[src/rtl/core/chvp_pkg.sv]
// shared types and constants for the cookie header value parser
// no dependencies; imported by every module of the block
package chvp_pkg;

  // parser states
  typedef enum logic [2:0] {
    ST_OWS_START = 3'd0,
    ST_NAME      = 3'd1,
    ST_VALUE     = 3'd2,
    ST_SEP       = 3'd3,
    ST_OWS_END   = 3'd4,
    ST_ERROR     = 3'd5
  } parse_state_t;

  // tag carried with each echoed byte
  typedef enum logic [1:0] {
    KIND_SEP   = 2'd0,
    KIND_NAME  = 2'd1,
    KIND_VALUE = 2'd2
  } kind_t;

  // character constants
  localparam logic [7:0] CH_EQ       = 8'h3D;  // '='
  localparam logic [7:0] CH_SEMI     = 8'h3B;  // ';'
  localparam logic [7:0] CH_SPACE    = 8'h20;  // ' '
  localparam logic [7:0] CH_TAB      = 8'h09;  // tab
  localparam logic [7:0] CH_DEL      = 8'h7F;
  localparam logic [7:0] CH_CTRL_MAX = 8'h1F;
  localparam logic [7:0] CH_COMMA    = 8'h2C;  // ','
  localparam logic [7:0] CH_DQUOTE   = 8'h22;  // '"'
  localparam logic [7:0] CH_BSLASH   = 8'h5C;  // backslash

  // byte class flags from the classifier
  typedef struct packed {
    logic is_ws;
    logic is_token;
    logic is_value;
    logic is_eq;
    logic is_semi;
  } byte_class_t;

  // per-byte result from the state machine
  typedef struct packed {
    kind_t kind;
    logic  pair_done;
    logic  error;
  } chvp_res_t;

endpackage

[src/rtl/core/chvp_byte_class.sv]
// byte classifier: whitespace, token, cookie octet and punctuation flags
// depends on chvp_pkg
module chvp_byte_class (
  input  logic [7:0]           data_byte,
  output chvp_pkg::byte_class_t cls
);
  import chvp_pkg::*;

  logic tok_special;

  always_comb begin
    case (data_byte)
      8'h21, 8'h23, 8'h24, 8'h25, 8'h26, 8'h27,   // ! # $ % & '
      8'h2A, 8'h2B, 8'h2D, 8'h2E, 8'h5E, 8'h5F,   // * + - . ^ _
      8'h60, 8'h7C, 8'h7E: tok_special = 1'b1;     // ` | ~
      default:             tok_special = 1'b0;
    endcase
  end

  always_comb begin
    cls.is_ws    = (data_byte == CH_SPACE) || (data_byte == CH_TAB);
    cls.is_token = ((data_byte >= 8'h30) && (data_byte <= 8'h39)) ||  // digits
                   ((data_byte >= 8'h41) && (data_byte <= 8'h5A)) ||  // upper case
                   ((data_byte >= 8'h61) && (data_byte <= 8'h7A)) ||  // lower case
                   tok_special;
    cls.is_value = !((data_byte <= CH_CTRL_MAX) || (data_byte == CH_DEL) ||
                     (data_byte == CH_DQUOTE) || (data_byte == CH_COMMA) ||
                     (data_byte == CH_SEMI) || (data_byte == CH_BSLASH));
    cls.is_eq    = (data_byte == CH_EQ);
    cls.is_semi  = (data_byte == CH_SEMI);
  end

endmodule

[src/rtl/core/chvp_fsm.sv]
// grammar state machine: state register, next state and per-byte tags
// depends on chvp_pkg
module chvp_fsm (
  input  logic                   clk,
  input  logic                   rst_n,
  input  logic                   adv,
  input  chvp_pkg::byte_class_t  cls,
  input  logic                   last,
  output chvp_pkg::chvp_res_t    res,
  output chvp_pkg::parse_state_t state
);
  import chvp_pkg::*;

  parse_state_t state_r;
  parse_state_t state_nxt;
  logic         bad;

  always_ff @(posedge clk) begin
    if (!rst_n) begin
      state_r <= ST_OWS_START;
    end else if (adv) begin
      state_r <= state_nxt;
    end
  end

  always_comb begin
    state_nxt     = state_r;
    res.kind      = KIND_SEP;
    res.pair_done = 1'b0;
    bad           = 1'b0;
    case (state_r)
      ST_OWS_START: begin
        if (cls.is_token) begin
          res.kind  = KIND_NAME;
          state_nxt = ST_NAME;
        end else if (!cls.is_ws) begin
          bad = 1'b1;
        end
      end
      ST_NAME: begin
        if (cls.is_eq) begin
          state_nxt = ST_VALUE;
        end else if (cls.is_token) begin
          res.kind = KIND_NAME;
        end else begin
          bad = 1'b1;
        end
      end
      ST_VALUE: begin
        if (cls.is_semi) begin
          res.pair_done = 1'b1;
          state_nxt     = ST_SEP;
        end else if (cls.is_ws) begin
          res.pair_done = 1'b1;
          state_nxt     = ST_OWS_END;
        end else if (cls.is_value) begin
          res.kind = KIND_VALUE;
        end else begin
          bad = 1'b1;
        end
      end
      ST_SEP: begin
        if (cls.is_ws) begin
          state_nxt = ST_NAME;
        end else begin
          bad = 1'b1;
        end
      end
      ST_OWS_END: begin
        if (!cls.is_ws) begin
          bad = 1'b1;
        end
      end
      default: begin
        bad = 1'b1;
      end
    endcase

    if (bad) begin
      state_nxt     = ST_ERROR;
      res.kind      = KIND_SEP;
      res.pair_done = 1'b0;
    end

    // final byte: a value closes its pair, anything but trailing space is malformed
    if (last) begin
      if (state_nxt == ST_VALUE) begin
        res.pair_done = 1'b1;
      end else if (state_nxt != ST_OWS_END) begin
        bad           = 1'b1;
        res.kind      = KIND_SEP;
        res.pair_done = 1'b0;
      end
      state_nxt = ST_OWS_START;
    end

    res.error = bad;
  end

  assign state = state_r;

endmodule

[src/rtl/core/cookie_header_value_parser_unit.sv]
// top level of the cookie header value parser: input register, classifier,
// state machine and result register; depends on chvp_pkg, chvp_byte_class, chvp_fsm
//
//  channel | dir | transfer on          | contents
//  --------+-----+----------------------+----------------------------------------
//  in_     | in  | in_tvalid & tready   | tdata: data_byte; tlast: last
//  out_    | out | out_tvalid & tready  | tdata: echo_byte; tuser: kind,
//          |     |                      | pair_done, error; tlast: end_of_value
//
// one byte per cycle sustained while out_tready stays high; a byte passes the input
// register and then the result register; the single state register is updated as a
// byte leaves the input register for the result register
// rst_n is synchronous, active low; it empties both registers and returns the
// parser to leading whitespace
// a stalled output holds its result while the input register still takes one
// more byte; in_tready then follows out_tready
module cookie_header_value_parser_unit (
  input  logic       clk,
  input  logic       rst_n,
  // input channel
  input  logic       in_tvalid,
  output logic       in_tready,
  input  logic [7:0] in_tdata,   // [7:0] data_byte
  input  logic       in_tlast,   // last
  // result channel
  output logic       out_tvalid,
  input  logic       out_tready,
  output logic [7:0] out_tdata,  // [7:0] echo_byte
  output logic [3:0] out_tuser,  // [1:0] kind, [2] pair_done, [3] error
  output logic       out_tlast   // end_of_value
);
  import chvp_pkg::*;

  // input register
  logic       s1_valid_r;
  logic [7:0] s1_byte_r;
  logic       s1_last_r;

  // result register
  logic       out_valid_r;
  logic [7:0] out_byte_r;
  chvp_res_t  out_res_r;
  logic       out_last_r;

  logic         adv;      // byte moves from input register to result register
  logic         in_xfer;
  byte_class_t  cls;
  chvp_res_t    res;
  parse_state_t state;

  assign adv       = s1_valid_r && (!out_valid_r || out_tready);
  assign in_tready = !s1_valid_r || adv;
  assign in_xfer   = in_tvalid && in_tready;

  always_ff @(posedge clk) begin
    if (!rst_n) begin
      s1_valid_r <= 1'b0;
    end else if (in_tready) begin
      s1_valid_r <= in_tvalid;
    end
  end

  // payload needs no reset
  always_ff @(posedge clk) begin
    if (in_xfer) begin
      s1_byte_r <= in_tdata;
      s1_last_r <= in_tlast;
    end
  end

  chvp_byte_class u_class (
    .data_byte (s1_byte_r),
    .cls       (cls)
  );

  chvp_fsm u_fsm (
    .clk   (clk),
    .rst_n (rst_n),
    .adv   (adv),
    .cls   (cls),
    .last  (s1_last_r),
    .res   (res),
    .state (state)
  );

  always_ff @(posedge clk) begin
    if (!rst_n) begin
      out_valid_r <= 1'b0;
    end else if (!out_valid_r || out_tready) begin
      out_valid_r <= s1_valid_r;
    end
  end

  always_ff @(posedge clk) begin
    if (adv) begin
      out_byte_r <= s1_byte_r;
      out_res_r  <= res;
      out_last_r <= s1_last_r;
    end
  end

  assign out_tvalid = out_valid_r;
  assign out_tdata  = out_byte_r;
  assign out_tuser  = {out_res_r.error, out_res_r.pair_done, out_res_r.kind};
  assign out_tlast  = out_last_r;

`ifndef SYNTHESIS
  // an error byte carries no tag and closes no pair
  a_err_is_plain: assert property (@(posedge clk) disable iff (!rst_n)
    out_valid_r && out_res_r.error |->
      (out_res_r.kind == KIND_SEP) && !out_res_r.pair_done)
    else $error("error result with tag or pair flag");

  // name bytes never close a pair
  a_name_no_pair: assert property (@(posedge clk) disable iff (!rst_n)
    out_valid_r && (out_res_r.kind == KIND_NAME) |-> !out_res_r.pair_done)
    else $error("pair closed on a name byte");

  // the parser restarts after every final byte
  a_restart_after_last: assert property (@(posedge clk) disable iff (!rst_n)
    adv && s1_last_r |=> (state == ST_OWS_START))
    else $error("parser not back at start after final byte");

  // a byte waiting behind a stalled result is not dropped
  a_hold_in_stall: assert property (@(posedge clk) disable iff (!rst_n)
    s1_valid_r && out_valid_r && !out_tready |=> s1_valid_r && $stable(s1_byte_r))
    else $error("input byte lost during stall");

  // the state only moves when a byte goes through
  a_state_moves_on_adv: assert property (@(posedge clk) disable iff (!rst_n)
    !adv |=> $stable(state))
    else $error("state changed without a byte");
`endif

endmodule
[config.mk]
export PLATFORM = sky130hd
export DESIGN_NAME = cookie_header_value_parser_unit
export DESIGN_NICKNAME = d
export VERILOG_FILES = /design/src/rtl/core/chvp_pkg.sv /design/src/rtl/core/chvp_byte_class.sv /design/src/rtl/core/chvp_fsm.sv /design/src/rtl/core/cookie_header_value_parser_unit.sv
export SDC_FILE = /design/constraint.sdc
export NUM_CORES = 1
export LEC_CHECK = 0
export ABC_AREA = 1
export BUFFER_PORTS_ARGS = -buffer_cell sky130_fd_sc_hd__buf_4
export CORE_UTILIZATION = 59
export DETAILED_ROUTE_END_ITERATION = 8
export GPL_ROUTABILITY_DRIVEN = 0
export PLACE_DENSITY = 0.94
export SLEW_MARGIN = 30
export SYNTH_ARGS = -nofsm -noshare
export SYNTH_HDL_FRONTEND = slang
export SYNTH_HIERARCHICAL = 1
export SYNTH_SLANG_ARGS = --single-unit
[constraint.sdc]
create_clock -name clk -period 7.16 [get_ports clk]
set_clock_uncertainty 0.1 [all_clocks]
set_input_delay 0.716 -clock clk [delete_from_list [all_inputs] [get_ports clk]]
set_output_delay 0.716 -clock clk [all_outputs]
set_load 0.05 [all_outputs]
**Yosys cells after proc, flatten, opt, wreduce, memory -nomap -nowiden**

Index checks and enable logic that the tools add are counted.

- Register bits: 27
- Logic and storage cells: 101
- Input bits: 13

- Reduce and logical (&&, ||, !) cells: 21
- Mux-type cells: 34
- Order comparisons: 7
- Eq/ne operators: 29

Operator list:

| cell | count |
|---|---|
| $eq 8x6->1 const B | 15 |
| $eq 8x7->1 const B | 7 |
| $mux 3 | 10 |
| $mux 1 | 17 |
| $ge 8x7->1 const B | 2 |
| $le 8x7->1 const B | 2 |
| $reduce_or 15->1 | 1 |
| $pmux 3 s4 | 1 |
| $logic_or 1x1->1 | 11 |
| $eq 3x2->1 const B | 3 |
| $eq 8x4->1 const B | 1 |
| $ge 8x6->1 const B | 1 |
| $le 8x5->1 const B | 1 |
| $le 8x6->1 const B | 1 |
| $mux 2 | 4 |
| $pmux 2 s3 | 1 |
| $logic_and 1x1->1 | 5 |
| $pmux 1 s4 | 1 |
| $eq 3x1->1 const B | 1 |
| $eq 3x3->1 const B | 1 |
| $logic_not 3->1 | 1 |
| $ne 3x3->1 const B | 1 |
| $logic_not 1->1 | 2 |
| $reduce_or 2->1 | 1 |

**Logic depth before layout (Yosys ltp)**

- Depth after elaboration: 15
- Gate-level depth with buffers: 17
- Gate-level depth less buffers: 17

**Cells and area by module**

The synthesis kept the hierarchy.

By module, submodules not included:

| module | cells each | instances | area each (sq um) |
|---|---|---|---|
| cookie_header_value_parser_unit | 35 | 1 | 755.7 |
| chvp_fsm | 67 | 1 | 397.9 |
| chvp_byte_class | 86 | 1 | 374.1 |

**Worst setup path before layout**

No wires, ideal clock.

- Path type: reg2reg
- Start: register s1_byte_r[2]
- End: register out_res_r (netlist bit out_tuser[3]), data pin
- Library setup time: 0.251 ns
- Setup slack: 4.846 ns
- Cell stages (with the launch flop): 14
- Data required time: 6.809 ns
- Path buffers: 1
- Arrival time: 1.962 ns
- Cells stage by stage: edfxtp_1 > nor2_2 > nand4_1 > o21ai_0 > inv_1 > nand2_1 > nor2_1 > nand2_2 > nand3_2 > nor2_4 > nand3_1 > nand3_1 > nand2_1 > buf_4

RTL lines:

| element | line | text |
|---|---|---|
| start: declaration | cookie_header_value_parser_unit.sv:36 | `logic [7:0] s1_byte_r;` |
| start signal: assignment | cookie_header_value_parser_unit.sv:66 | `s1_byte_r <= in_tdata;` |
| end signal: assignment | cookie_header_value_parser_unit.sv:97 | `out_res_r <= res;` |
| end: declaration | cookie_header_value_parser_unit.sv:42 | `chvp_res_t out_res_r;` |

==> results.md <==
* 140 ps — clock-pin slew of the registers on the worst-case setup and hold paths
* 2510 ps — time the final worst path needs with I/O delays and setup
* 0 — Post-CTS Repair Setup Buffers
* 0.145 mV — peak ir drop on the vdd network
* 1195 — via count of the first global-routing pass
* 1370 — vias post-DR
* false — setup repair after global routing missed its margin
* 2450 um2 — Core Footprint
* register to register — worst setup path class
* sky130_fd_sc_hd__clkbuf_4 — Clk Tree Root Cell
* 488 ps — Worst-Margin Slew
* 27 — number of buffers added on ports
* 0 — final number of setup-violating endpoints
* 176 nW/um2 — power density relative to cell area
* 550 ps — worst stage delay on the critical path
* 4740 ps — worst setup slack before clock tree synthesis
* 177 — Fillers
* 0.350 — part of the cycle the worst path needs
* 27 — flip-flop and latch count after synthesis
* 7150 ps — worst path required time
* 0.235 — total track usage
* 0 — total global routing overflow
* 201 — Post-Synthesis Net Count
* 0.821 nW — Leak Pwr
* register to register — path class of the lowest-slack min-delay path
* 1 — Worst Path Buf+Inv
* 8.13 um2 — post-synthesis area per instance
* 1530 um2 — netlist area before placement
* 399 MHz — Peak Freq
* 0 — count of final max-slew check failures
* 0.315 mW — overall power consumption
* 50 x sky130_fd_sc_hd__nand2_1, 28 x sky130_fd_sc_hd__buf_4, 25 x sky130_fd_sc_hd__nor2_1 — most used cells in the layout excluding fill and tap cells
* 21 — count of different cell masters after synthesis
* 0 ps — Sum Neg Setup Slack
* 3000 um — total length of routed wires
* simple AND/OR/NAND/NOR gates — Crit path max-delay family
* 2 — Bufs on Longest Clock Path
* 52.9 um — Die Ht
* 0 — Max-cap violations
* 410 ps — final worst hold slack
* 8 — Max FO, Critical Path
* 651 um2 — combined area of the multi-input logic cells
* 6 — Ys Warns
* 0 — post-cts resize count
* 3 — clock buffer count from CTS
* 0 — Diodes inserted
* 5.50 — Via-to-Cell Ratio
* nor2_1 -> nand4_1 -> o21ai_0 -> inv_1 -> nand2_1 -> nor2_1 -> nand2_2 -> nand3_2 -> nor2_4 -> nand3_1 -> nand3_1 -> nand2_1 — chain of cells forming the critical path
* 320 ps — worst skew pair latency
* 2500 ps — WP data arrival
* 52.9 um — width of the die
* 0.0316 — routing usage on met3
* 18 — standard-cell rows
* register — Worst setup SP type
* 0.622 — starting utilization of the core area
* register — sort of element at the end of the critical path
* 0 — antenna violations before repair
* 2300 um — DPL Wire Length
* 106 — Detailed Route Iter0 Violations
* 12.0 um — final routed wire length divided by cell count
* 4760 um — wire length of the first global-routing pass
* 7 — Pre-antenna DRT Iters
* 17.4% — area grow syn2layout
* 16 — largest net degree at the start of global routing
* 761 um2 — sequential cell area in the final layout
* 245 — cell count after placement
* 28 — io pins
* 0.671 — normalized max-slew margin
* sky130_fd_sc_hd__nand2_1 — leading cell type in the layout, fill and taps excluded
* 249 — Layout Cells excl Fill
* 0.498 — proportion of synthesized chip area in sequential cells
* 0 — final hold vios
* 233 — NumNets Final
* 0 — cts-stage hold buffer count
* 27 — clock sinks
* 1 — H-tree levels
* met2 — highest-utilization routing layer at the global route stage
* 0.269 — fraction of final layout cells sized beyond drive strength 1
* 0.401 — met2 layer usage reported by global route
* 2800 um2 — area of the die
* 0.296 — met1 Track Usage GR
* 0 — number of remaining DRC errors
* 188 — cell count after synthesis
* sky130_fd_sc_hd__edfxtp_1 — master of the slowest instance on the critical path
* 4650 ps — min setup slack post-route
* finished, final reports clean — status
* done — TritonCTS clock tree
* 0 — remaining number of nets flagged by the antenna check after routing
## routing by layer
metal	part of all wire	vias up	wire (um)
met4	0.0077	0	23
li1	-	672	-
met1	0.40	595	1200
met2	0.48	99	1430
met5	0	-	0
met3	0.12	4	346
## cell usage after synthesis
| cell type | instances | area, um2 |
|---|---|---|
| sky130_fd_sc_hd__inv_2 | 6 | 22.5 |
| sky130_fd_sc_hd__o22ai_1 | 2 | 12.5 |
| sky130_fd_sc_hd__nor3b_1 | 1 | 7.51 |
| sky130_fd_sc_hd__nor2_4 | 2 | 22.5 |
| sky130_fd_sc_hd__a21oi_4 | 1 | 16.3 |
| sky130_fd_sc_hd__nand3_1 | 17 | 85.1 |
| sky130_fd_sc_hd__nand3_2 | 6 | 60.1 |
| sky130_fd_sc_hd__buf_4 | 1 | 7.51 |
| sky130_fd_sc_hd__nand2_1 | 50 | 188 |
| sky130_fd_sc_hd__dfxtp_1 | 5 | 100 |
| sky130_fd_sc_hd__o31ai_1 | 1 | 7.51 |
| sky130_fd_sc_hd__inv_1 | 23 | 86.3 |
| sky130_fd_sc_hd__o21ai_0 | 5 | 25.0 |
| sky130_fd_sc_hd__edfxtp_1 | 22 | 661 |
| sky130_fd_sc_hd__nor2_2 | 5 | 31.3 |
| sky130_fd_sc_hd__nand4_1 | 1 | 6.26 |
| sky130_fd_sc_hd__nor2_1 | 25 | 93.8 |
| sky130_fd_sc_hd__a21oi_2 | 3 | 26.3 |
| sky130_fd_sc_hd__o21a_1 | 1 | 7.51 |
| sky130_fd_sc_hd__a21oi_1 | 6 | 30.0 |
| sky130_fd_sc_hd__nand2_2 | 5 | 31.3 |
## metrics by stage
stage	util	area, um2
2_1_floorplan	-	1530
3_3_place_gp	0.720	1770
3_5_place_dp	0.720	1770
4_1_cts	0.731	1790
5_1_grt	0.731	1790
6_report	0.731	1790
## cell families after synthesis
logic type / count (synthesis) / share of synthesized area
DFF: 27 / 0.498
buffers and inverters: 30 / 0.0762
and+or+nand+nor: 112 / 0.344
AOI/OAI and AO/OA: 19 / 0.0819
## sequential cells by signal (all words and copies together), names as in the netlist
| name | flops |
|---|---|
| out_tdata | 8 |
| out_tlast | 1 |
| out_tuser | 4 |
| out_tvalid | 1 |
| s1_byte_r | 8 |
| s1_last_r | 1 |
| s1_valid_r | 1 |
| u_fsm/state | 3 |
## tightest hold or removal path, cell delays in order, from the launching register on
cell and delay, ps:
sky130_fd_sc_hd__dfxtp_1 350, sky130_fd_sc_hd__inv_1 70, sky130_fd_sc_hd__a21oi_1 60
## power breakdown
group | leakage, nW | total (mW) | internal, mW | switching (mW)
Clock | 0.0150 | 0.0650 | 0.0218 | 0.0432
Combinational | 0.553 | 0.0639 | 0.0217 | 0.0423
Sequential | 0.252 | 0.186 | 0.179 | 0.00745
## final cells by class
type,count,share of cell area
timing repair buffer,28,0.117
inverter,29,0.0607
multi-input combinational,131,0.363
sequential,27,0.424
clock buffer,4,0.0146
tap,30,0.0209
## worst paths after layout
kind         cells after the start  slack, ps                    start                 endpoint
min reg2reg                      2        410  s1_valid_r$_SDFFE_PN0P_  out_tvalid$_SDFFE_PN0P_
max                             12       4650   s1_byte_r[1]$_DFFE_PP_   out_tuser[3]$_DFFE_PP_
min                              2        410  s1_valid_r$_SDFFE_PN0P_  out_tvalid$_SDFFE_PN0P_
max reg2reg                     12       4650   s1_byte_r[1]$_DFFE_PP_   out_tuser[3]$_DFFE_PP_
Power figures use the tool's default switching activity.
